**src/rtl/dnar_pkg.sv**
```systemverilog
package dnar_pkg;

   typedef logic [2:0] base_type;

   localparam base_type BASE_A = 3'd0;
   localparam base_type BASE_C = 3'd1;
   localparam base_type BASE_G = 3'd2;
   localparam base_type BASE_T = 3'd3;
   localparam base_type BASE_N = 3'd4;

   localparam logic [1:0] FUNC_SHIFT = 2'd0;
   localparam logic [1:0] FUNC_NOISE = 2'd1;
   localparam logic [1:0] FUNC_EMIT  = 2'd2;

   localparam logic [1:0] REG_READ_LENGTH = 2'd0;

   localparam logic [8:0] NOISE_POS_MAX = 9'd511;
   localparam logic [6:0] LEN_RESET     = 7'd64;

   typedef enum logic [3:0] {
      ST_IDLE     = 4'b0001,
      ST_NOISE_RD = 4'b0010,
      ST_NOISE_WR = 4'b0100,
      ST_EMIT     = 4'b1000
   } state_type;

   typedef struct packed {
      base_type base;
      logic     last;
   } rsp_entry_type;

   typedef struct packed {
      logic       valid;
      logic [1:0] count;
   } fifo_status_type;

   // replacement base chosen by reference base and noise code
   function automatic base_type noise_sub(input base_type ref_b, input logic [1:0] code);
      base_type r;
      r = BASE_N;
      unique case (ref_b)
         BASE_A: begin
            unique case (code)
               2'd0: r = BASE_C;
               2'd1: r = BASE_G;
               2'd2: r = BASE_T;
               default: r = BASE_N;
            endcase
         end
         BASE_C: begin
            unique case (code)
               2'd0: r = BASE_A;
               2'd1: r = BASE_G;
               2'd2: r = BASE_T;
               default: r = BASE_N;
            endcase
         end
         BASE_G: begin
            unique case (code)
               2'd0: r = BASE_T;
               2'd1: r = BASE_A;
               2'd2: r = BASE_C;
               default: r = BASE_N;
            endcase
         end
         BASE_T: begin
            unique case (code)
               2'd0: r = BASE_G;
               2'd1: r = BASE_C;
               2'd2: r = BASE_A;
               default: r = BASE_N;
            endcase
         end
         default: begin
            unique case (code)
               2'd0: r = BASE_A;
               2'd1: r = BASE_G;
               2'd2: r = BASE_C;
               default: r = BASE_T;
            endcase
         end
      endcase
      return r;
   endfunction

   // complement, n maps to n
   function automatic base_type complement(input base_type b);
      base_type r;
      r = BASE_N;
      unique case (b)
         BASE_A:  r = BASE_T;
         BASE_C:  r = BASE_G;
         BASE_G:  r = BASE_C;
         BASE_T:  r = BASE_A;
         default: r = BASE_N;
      endcase
      return r;
   endfunction

endpackage

```
**src/rtl/dna_read_reconstructor_top.sv**
```systemverilog
// dna read reconstructor
// input channel (req_*): one item per valid/stall handshake. func 0 shifts a
// base into the reference ring, func 1 records a noise substitution, func 2
// emits the current read, func 3 is ignored.
// result channel (rsp_*): func 2 yields read_length items, one base each, with
// rsp_last_base on the final one and rsp_noise_dropped set for the whole read
// if any noise position of that read fell beyond it.
// configuration: apb-style write of read_length at address 0, idle only; the
// block itself does not enforce this, the user is bound to keep it.
// timing: shift items and noise items beyond the read leave req_stall low; a
// noise item inside the read steps through accept, window ram read and
// substitution ram write. for emit, one window/substitution ram read issues
// per cycle while the queue credit allows; registered read data lands in a
// 2-entry output queue, whose bases are offered one per cycle unless stalled.
// req_stall is high from the accept of an emit item or an in-read noise item
// until its work is done; for emit, until the last base leaves the queue.
// when the receiver stalls, reads stop once the queue and the read in flight
// would fill it, and resume as items are taken; nothing is lost.
// reset: window reads as all A through per-slot valid bits, substitution mask,
// noise position and drop flag clear, read_length returns to 64. no clearing
// pass is needed, the block accepts items in the first cycle after reset.
module dna_read_reconstructor_top
   import dnar_pkg::*;
#(
   parameter int MAX_READ_LEN = 64
) (
   input  logic        clock,
   input  logic        reset,
   // input channel
   input  logic        req_valid,
   output logic        req_stall,
   input  logic [1:0]  req_func,
   input  logic [2:0]  req_base_in,
   input  logic [7:0]  req_pos_delta,
   input  logic [1:0]  req_noise_code,
   input  logic        req_reverse,
   // result channel
   output logic        rsp_valid,
   input  logic        rsp_stall,
   output logic [2:0]  rsp_base_out,
   output logic        rsp_last_base,
   output logic        rsp_noise_dropped,
   // configuration port
   input  logic        psel,
   input  logic        penable,
   input  logic        pwrite,
   input  logic [1:0]  paddr,
   input  logic [31:0] pwdata,
   output logic [31:0] prdata,
   output logic        pready
);

   localparam int AW = (MAX_READ_LEN > 1) ? $clog2(MAX_READ_LEN) : 1;
   localparam logic [6:0] MAX_W7 = 7'(MAX_READ_LEN);
   localparam logic [7:0] MAX_W8 = 8'(MAX_READ_LEN);
   localparam logic [AW-1:0] HEAD_LAST = AW'(MAX_READ_LEN - 1);

   // control and config state
   state_type         state_ff, state_in;
   logic [6:0]        rl_ff, rl_in;
   logic [AW-1:0]     head_ff, head_in;
   logic [8:0]        pos_ff, pos_in;
   logic              dropped_ff, dropped_in;
   logic [1:0]        code_ff, code_in;
   logic              rev_ff, rev_in;
   logic [6:0]        cnt_ff, cnt_in;
   logic              inflight_ff, inflight_in;
   logic [MAX_READ_LEN-1:0] mask_ff, mask_in;
   logic [MAX_READ_LEN-1:0] refv_ff, refv_in;
   // side data captured with each ram read
   logic              mask_q_ff, mask_q_in;
   logic              refv_q_ff, refv_q_in;
   logic              last_q_ff, last_q_in;

   logic [6:0]        len;
   logic              req_accept;
   logic              rsp_pop;
   logic [9:0]        pos_sum;
   logic [8:0]        pos_new;
   logic [6:0]        rd_idx;
   logic [6:0]        emit_idx;
   logic [7:0]        slot_sum;
   logic [7:0]        slot8;
   logic [AW-1:0]     ref_raddr;
   logic [AW-1:0]     idx_a;
   logic              issue;
   logic [2:0]        occupancy;

   // ram ports
   logic              ref_we;
   base_type          ref_rdata;
   logic              sub_we;
   base_type          sub_wdata;
   base_type          sub_rdata;

   // queue
   logic              push;
   rsp_entry_type     push_data;
   rsp_entry_type     q_head;
   fifo_status_type   q_status;
   base_type          picked;

   // effective length, clamped to 1..MAX_READ_LEN
   always_comb begin
      if (rl_ff == 7'd0) begin
         len = 7'd1;
      end else if (rl_ff > MAX_W7) begin
         len = MAX_W7;
      end else begin
         len = rl_ff;
      end
   end

   assign req_stall  = (state_ff != ST_IDLE);
   assign req_accept = req_valid && !req_stall;
   assign rsp_valid  = q_status.valid;
   assign rsp_pop    = q_status.valid && !rsp_stall;

   // running noise position, saturating
   assign pos_sum = {1'b0, pos_ff} + {2'b0, req_pos_delta};
   assign pos_new = (pos_sum > {1'b0, NOISE_POS_MAX}) ? NOISE_POS_MAX : pos_sum[8:0];

   // read index: noise position, or emit order (reverse walks from the end)
   assign emit_idx = rev_ff ? (len - 7'd1 - cnt_ff) : cnt_ff;
   assign rd_idx   = (state_ff == ST_NOISE_RD) ? pos_ff[6:0] : emit_idx;
   assign idx_a    = rd_idx[AW-1:0];

   // ring slot of read index: head - len + idx, modulo depth (one correction)
   assign slot_sum  = 8'(head_ff) + MAX_W8 - {1'b0, len} + {1'b0, rd_idx};
   assign slot8     = (slot_sum >= MAX_W8) ? (slot_sum - MAX_W8) : slot_sum;
   assign ref_raddr = slot8[AW-1:0];

   // emit issue credit: queue entries plus the read in flight stay within two
   assign occupancy = {1'b0, q_status.count} + {2'b0, inflight_ff} - {2'b0, rsp_pop};
   assign issue     = (state_ff == ST_EMIT) && (cnt_ff < len) && (occupancy < 3'd2);

   // window ram writes on shift items, bases above n stored as n
   assign ref_we = req_accept && (req_func == FUNC_SHIFT);

   // substitution taken from the reference base as read at the noise item
   assign sub_we    = (state_ff == ST_NOISE_WR);
   assign sub_wdata = noise_sub(refv_q_ff ? ref_rdata : BASE_A, code_ff);

   // emit data stage
   always_comb begin
      picked = mask_q_ff ? sub_rdata : (refv_q_ff ? ref_rdata : BASE_A);
      push_data.base = rev_ff ? complement(picked) : picked;
      push_data.last = last_q_ff;
   end
   assign push = inflight_ff;

   always_comb begin
      state_in    = state_ff;
      rl_in       = rl_ff;
      head_in     = head_ff;
      pos_in      = pos_ff;
      dropped_in  = dropped_ff;
      code_in     = code_ff;
      rev_in      = rev_ff;
      cnt_in      = cnt_ff;
      inflight_in = issue;
      mask_in     = mask_ff;
      refv_in     = refv_ff;
      mask_q_in   = mask_ff[idx_a];
      refv_q_in   = refv_ff[ref_raddr];
      last_q_in   = (cnt_ff == len - 7'd1);

      if (psel && penable && pwrite && pready && (paddr == REG_READ_LENGTH)) begin
         rl_in = pwdata[6:0];
      end

      unique case (state_ff)
         ST_IDLE: begin
            if (req_accept) begin
               unique case (req_func)
                  FUNC_SHIFT: begin
                     refv_in[head_ff] = 1'b1;
                     head_in = (head_ff == HEAD_LAST) ? '0 : head_ff + AW'(1);
                  end
                  FUNC_NOISE: begin
                     pos_in  = pos_new;
                     code_in = req_noise_code;
                     if (pos_new < {2'b0, len}) begin
                        state_in = ST_NOISE_RD;
                     end else begin
                        dropped_in = 1'b1;
                     end
                  end
                  FUNC_EMIT: begin
                     rev_in   = req_reverse;
                     cnt_in   = 7'd0;
                     state_in = ST_EMIT;
                  end
                  default: begin
                  end
               endcase
            end
         end
         ST_NOISE_RD: begin
            state_in = ST_NOISE_WR;
         end
         ST_NOISE_WR: begin
            mask_in[pos_ff[AW-1:0]] = 1'b1;
            state_in = ST_IDLE;
         end
         ST_EMIT: begin
            if (issue) begin
               cnt_in = cnt_ff + 7'd1;
            end
            // read is done once its last base is taken
            if (rsp_pop && q_head.last) begin
               mask_in    = '0;
               pos_in     = 9'd0;
               dropped_in = 1'b0;
               state_in   = ST_IDLE;
            end
         end
         default: begin
            state_in = ST_IDLE;
         end
      endcase
   end

   always_ff @(posedge clock) begin
      if (reset) begin
         state_ff    <= ST_IDLE;
         rl_ff       <= LEN_RESET;
         head_ff     <= '0;
         pos_ff      <= 9'd0;
         dropped_ff  <= 1'b0;
         cnt_ff      <= 7'd0;
         inflight_ff <= 1'b0;
         mask_ff     <= '0;
         refv_ff     <= '0;
      end else begin
         state_ff    <= state_in;
         rl_ff       <= rl_in;
         head_ff     <= head_in;
         pos_ff      <= pos_in;
         dropped_ff  <= dropped_in;
         cnt_ff      <= cnt_in;
         inflight_ff <= inflight_in;
         mask_ff     <= mask_in;
         refv_ff     <= refv_in;
      end
      code_ff   <= code_in;
      rev_ff    <= rev_in;
      mask_q_ff <= mask_q_in;
      refv_q_ff <= refv_q_in;
      last_q_ff <= last_q_in;
   end

   // reference window ring
   dnar_ram #(
      .WIDTH (3),
      .DEPTH (MAX_READ_LEN)
   ) u_ref_ram (
      .clock   (clock),
      .wr_en   (ref_we),
      .wr_addr (head_ff),
      .wr_data ((req_base_in > BASE_N) ? BASE_N : req_base_in),
      .rd_addr (ref_raddr),
      .rd_data (ref_rdata)
   );

   // substituted bases by read position
   dnar_ram #(
      .WIDTH (3),
      .DEPTH (MAX_READ_LEN)
   ) u_sub_ram (
      .clock   (clock),
      .wr_en   (sub_we),
      .wr_addr (pos_ff[AW-1:0]),
      .wr_data (sub_wdata),
      .rd_addr (idx_a),
      .rd_data (sub_rdata)
   );

   dnar_out_fifo u_out_fifo (
      .clock     (clock),
      .reset     (reset),
      .push      (push),
      .push_data (push_data),
      .pop       (rsp_pop),
      .head      (q_head),
      .status    (q_status)
   );

   assign rsp_base_out      = q_head.base;
   assign rsp_last_base     = q_head.last;
   assign rsp_noise_dropped = dropped_ff;

   assign pready = 1'b1;
   assign prdata = (paddr == REG_READ_LENGTH) ? {25'd0, rl_ff} : 32'd0;

   // no results left over while the block takes items
   a_idle_empty: assert property (@(posedge clock) disable iff (reset)
      (state_ff == ST_IDLE) |-> !q_status.valid && !inflight_ff)
      else $error("results pending while idle");

   // queue plus read in flight never exceeds queue depth
   a_credit: assert property (@(posedge clock) disable iff (reset)
      ({1'b0, q_status.count} + {2'b0, inflight_ff}) <= 3'd2)
      else $error("output queue overrun");

   // emit counter stays within the read
   a_cnt_range: assert property (@(posedge clock) disable iff (reset)
      (state_ff == ST_EMIT) |-> (cnt_ff <= len))
      else $error("emit counter past read length");

   // a noise read is always followed by its write
   a_noise_seq: assert property (@(posedge clock) disable iff (reset)
      (state_ff == ST_NOISE_RD) |=> (state_ff == ST_NOISE_WR))
      else $error("noise write skipped");

endmodule

```
**src/rtl/dnar_ram.sv**
```systemverilog
module dnar_ram #(
   parameter int WIDTH = 3,
   parameter int DEPTH = 64,
   localparam int AW = (DEPTH > 1) ? $clog2(DEPTH) : 1
) (
   input  logic             clock,
   input  logic             wr_en,
   input  logic [AW-1:0]    wr_addr,
   input  logic [WIDTH-1:0] wr_data,
   input  logic [AW-1:0]    rd_addr,
   output logic [WIDTH-1:0] rd_data
);

   logic [WIDTH-1:0] mem [DEPTH];

   always_ff @(posedge clock) begin
      if (wr_en) begin
         mem[wr_addr] <= wr_data;
      end
      rd_data <= mem[rd_addr];
   end

endmodule

```
**src/rtl/dnar_out_fifo.sv**
```systemverilog
module dnar_out_fifo
   import dnar_pkg::*;
(
   input  logic            clock,
   input  logic            reset,
   input  logic            push,
   input  rsp_entry_type   push_data,
   input  logic            pop,
   output rsp_entry_type   head,
   output fifo_status_type status
);

   rsp_entry_type ent0_ff, ent0_in;
   rsp_entry_type ent1_ff, ent1_in;
   logic [1:0]    count_ff, count_in;
   logic [1:0]    wpos;

   always_comb begin
      ent0_in  = ent0_ff;
      ent1_in  = ent1_ff;
      wpos     = count_ff - {1'b0, pop};
      count_in = count_ff + {1'b0, push} - {1'b0, pop};
      if (pop) begin
         ent0_in = ent1_ff;
      end
      if (push) begin
         if (wpos == 2'd0) begin
            ent0_in = push_data;
         end else begin
            ent1_in = push_data;
         end
      end
   end

   always_ff @(posedge clock) begin
      if (reset) begin
         count_ff <= 2'd0;
      end else begin
         count_ff <= count_in;
      end
      ent0_ff <= ent0_in;
      ent1_ff <= ent1_in;
   end

   assign head   = ent0_ff;
   assign status = {(count_ff != 2'd0), count_ff};

endmodule
```
**config.mk**
```make
export PLATFORM = sky130hd
export DESIGN_NAME = dna_read_reconstructor_top
export DESIGN_NICKNAME = d
export VERILOG_FILES = /design/src/rtl/dnar_pkg.sv /design/src/rtl/dna_read_reconstructor_top.sv /design/src/rtl/dnar_ram.sv /design/src/rtl/dnar_out_fifo.sv
export SDC_FILE = /design/constraint.sdc
export NUM_CORES = 1
export LEC_CHECK = 0
export ABC_CLOCK_PERIOD_IN_PS = 8800
export BUFFER_PORTS_ARGS = -buffer_cell sky130_fd_sc_hd__buf_2
export CORE_ASPECT_RATIO = 0.6
export CORE_UTILIZATION = 30
export DETAILED_ROUTE_END_ITERATION = 6
export SETUP_SLACK_MARGIN = 0.5
export SYNTH_ARGS = -nofsm -noshare
export SYNTH_HDL_FRONTEND = slang
export SYNTH_SLANG_ARGS = --single-unit
export TNS_END_PERCENT = 10
```
**constraint.sdc**
```tcl
create_clock -name clock -period 8.8 [get_ports clock]
set_input_delay 1.76 -clock clock [delete_from_list [all_inputs] [get_ports clock]]
set_output_delay 1.76 -clock clock [all_outputs]
set_load 0.005 [all_outputs]
```
==> flow_summary.toml <==
[grt]
grt_util_met1 = 0.226
met3_usage = 0.0370
grt_max_degree = 67
met2_usage = 0.188
grt_pass1_vias = 14600
grt_overflow_total = 0
grt_use_total = 0.143
grt.busiest_layer = "met1"
grt_pass1_wl_um = 89800
antenna_found_initial = 1

[logic_synthesis]
postSynthCellCount = 1800
synth_ff_type = "edfxtp_1"
synth_top_area_share = 0.481
syn_area_mm2 = 0.0244
netlist_top_cells_area = "edfxtp_1, dfxtp_1, mux4_2"
yosysTopAreaCell = "edfxtp_1"
synth-seq-cells = 569
synth-edff-count = 391
synth_compound_area_frac = 0.0474
synth_area_per_cell_um2 = 13.6
yosys_warnings = 0
yosys.area_share.simple = 0.111
synth-async-reset-ratio = 0
muxShareOfSynthArea = 0.145
ys_seq_area_frac = 0.627
synth_top_family_by_area = "multiplexers"
synth_xor_area_frac = 0.0112
synthTopCellsByCount = "edfxtp_1, nor2_1, dfxtp_1, a21oi_1, mux4_2"
synth_fa_ha_area_frac = 0.0286
synth_cell_types = 63
yosysMostFrequentCell = "edfxtp_1"

[timing]
fmax_mhz = 145
fin_setup_tns_ns = 0
relSlewSlack = 0.161
whs_ns = 0.442
hold_viol_final = 0
slew_violations = 0
fin_crit_sh = 0.782
rsz0062_at_grt = "no"
setup_violations = 0
finClkSkew_ns = 0.0256
tightest_slew_ns = 1.26
post-route-min-period_ns = 6.88

[route]
wl_per_cell_um = 20.0
drt_iter0_drc = 1558
ant_nets = 0
first_pass_iters = 5
vias = 14800
drc = 0
avgViaCountPerCell = 5.03
wirelength_um = 59100

[place]
dp_hpwl_um = 39300
port-buffer-count = 45
place.gp.congestion = 0.852

[setup_path]
reg2regPathDepth = 18
cp-end-kind = "flip-flop"
regToRegSetupSlack_ns = 1.92
rr_endpoint = "refv_q_ff"
cp_slowest_cell = "fa_2"
crit_chain = "or4_1, nor2_1, nor2_1, nor2_1, inv_1, ha_1, inv_1, fa_1, mux2i_1, o21a_1, inv_2, fa_1, fa_2, buf_12, mux4_2, mux4_2, mux2i_1, mux2i_1"
path_class = "flip-flop to flip-flop"
critPathArrivalTime_ns = 7.35
crit_start = "rl_ff[1]"
crit_path_start_kind = "flip-flop"
timing.rr.start = "rl_ff[1]"
endpoint = "refv_q_ff"
max_stage_delay_ns = 1.29
crit_required_ns = 9.27
path_max_fanout = 33

[clock_tree]
clock_sinks = 569
cts_tree = "yes"
ctsResizeCount = 0
cts_setup_buffers = 0
clockBufferDepth = 3
numCtsBuffers = 55
clkLatencyLatePin_ns = 0.62
cts_root_buffer = "clkbuf_16"
clk_pin_slew_ns = 0.07
holdBufCountCts = 0
htree_levels = 2

[floorplanning]
coreArea_mm2 = 0.0800
io_pins = 97
num_rows = 80
start_util = 0.305
design.die.area_mm2 = 0.0826
fp.dieH_um = 223
die_width_um = 370

[final_layout]
drive_gt1_frac = 0.162
area_growth_pct = 13.1
n_antenna_cell = 0
final_nets = 1945

[power_and_ir_drop]
leakage_nw = 9.27
p_per_area_mw_per_mm2 = 214
worst_ir_drop_vdd_uv = 135

[worst_hold_path]
hold_class = "flip-flop to flip-flop"

[run]
maxCapViolCount = 0

[outcome]
status = "completed"
[worst max-delay path, delay by kind of cell, from the launching register on]
kind                     cells  cell delay (ns)
flip-flops                   1             0.35
AND/OR/NAND/NOR              4             1.24
adder cells (fa/ha/maj)      4             2.55
multiplexers                 5             1.38
buffers and inverters        4             0.68
AO/OA/AOI/OAI                1             0.48
[final cells by class]
type                       count  area, µm²
sequential                   569      15300
clock buffer                  71       1540
inverter                      35        131
multi-input combinational   1111       8550
tap                         1066       1330
fill                        7665      52400
timing repair buffer          65        390
clock inverter                32        362
[cell families after synthesis]
logic type / count (synthesis)
DFF: 569
buffers and inverters: 144
AOI/OAI and AO/OA: 197
adders and majority gates: 51
and+or+nand+nor: 631
xor gates and xnor gates: 29
muxes: 177
other: 2
[power breakdown]
group          total (W)  switching [W]  internal [W]
sequential       0.00292      0.0000331       0.00288
combinational   0.000522       0.000307      0.000215
clock            0.00247        0.00103       0.00144
[worst min path at each step]
stage / startpoint / end / slack, ns / depth (start not counted)
floorplan: last_q_ff / u_out_fifo.ent1_ff[0] / 0.41 / 0
global placement: last_q_ff / u_out_fifo.ent1_ff[0] / 0.41 / 0
detailed placement: last_q_ff / u_out_fifo.ent1_ff[0] / 0.41 / 0
CTS: last_q_ff / u_out_fifo.ent1_ff[0] / 0.44 / 0
global route: last_q_ff / u_out_fifo.ent1_ff[0] / 0.47 / 0
finish: last_q_ff / u_out_fifo.ent1_ff[0] / 0.44 / 0
[sequential cells by signal (all words and copies together), names as in the netlist, 6 cells and up]
register and flops:
u_ref_ram.mem 192, cnt_ff 7, refv_ff 64, mask_ff 64
pos_ff 9, head_ff 6, u_sub_ram.mem 192, rl_ff 7
[through the flow]
stage	worst slack, ns	utilization	area (µm²)	total power (W)	std cells
after floorplan	2.64	-	24500	0.00332	1824
after global placement	2.04	0.322	25700	0.00348	2846
after detailed placement	2.01	0.322	25700	0.00349	2846
after CTS	1.98	0.345	27600	0.00595	2949
after global routing	1.51	0.345	27600	0.00611	2949
final	1.92	0.345	27600	0.00591	2949
[layout by cell type (no fill, tap or decap), types with 7 or more instances in the layout]
cell       instances
a21o_1             8
a21oi_1          125
and2_1            11
buf_2             44
buf_4             20
bufinv_16          7
clkbuf_1           8
clkbuf_16         57
clkinv_1           8
clkinv_2           8
conb_1            26
dfxtp_1          178
edfxtp_1         391
fa_1               7
ha_1              42
inv_1             30
mux2i_1           37
mux4_1            16
mux4_2           120
nand2_1          111
nand2b_1          13
nand3_1           30
nand3b_1           7
nor2_1           382
nor2b_1            9
nor3_1            17
nor4_1            10
o21ai_0           13
o221ai_1           8
or3_1              8
xnor2_1           16
xor2_1            10
[per-layer routing]
metal | up-vias | routed length, µm | part of all wire
met2 | 624 | 23400 | 0.40
met4 | 2 | 1060 | 0.018
met5 | - | 11 | 0.00019
met1 | 7453 | 29000 | 0.49
met3 | 78 | 5650 | 0.096
li1 | 6679 | - | -
No activity file was read; power rests on OpenSTA's default activity.
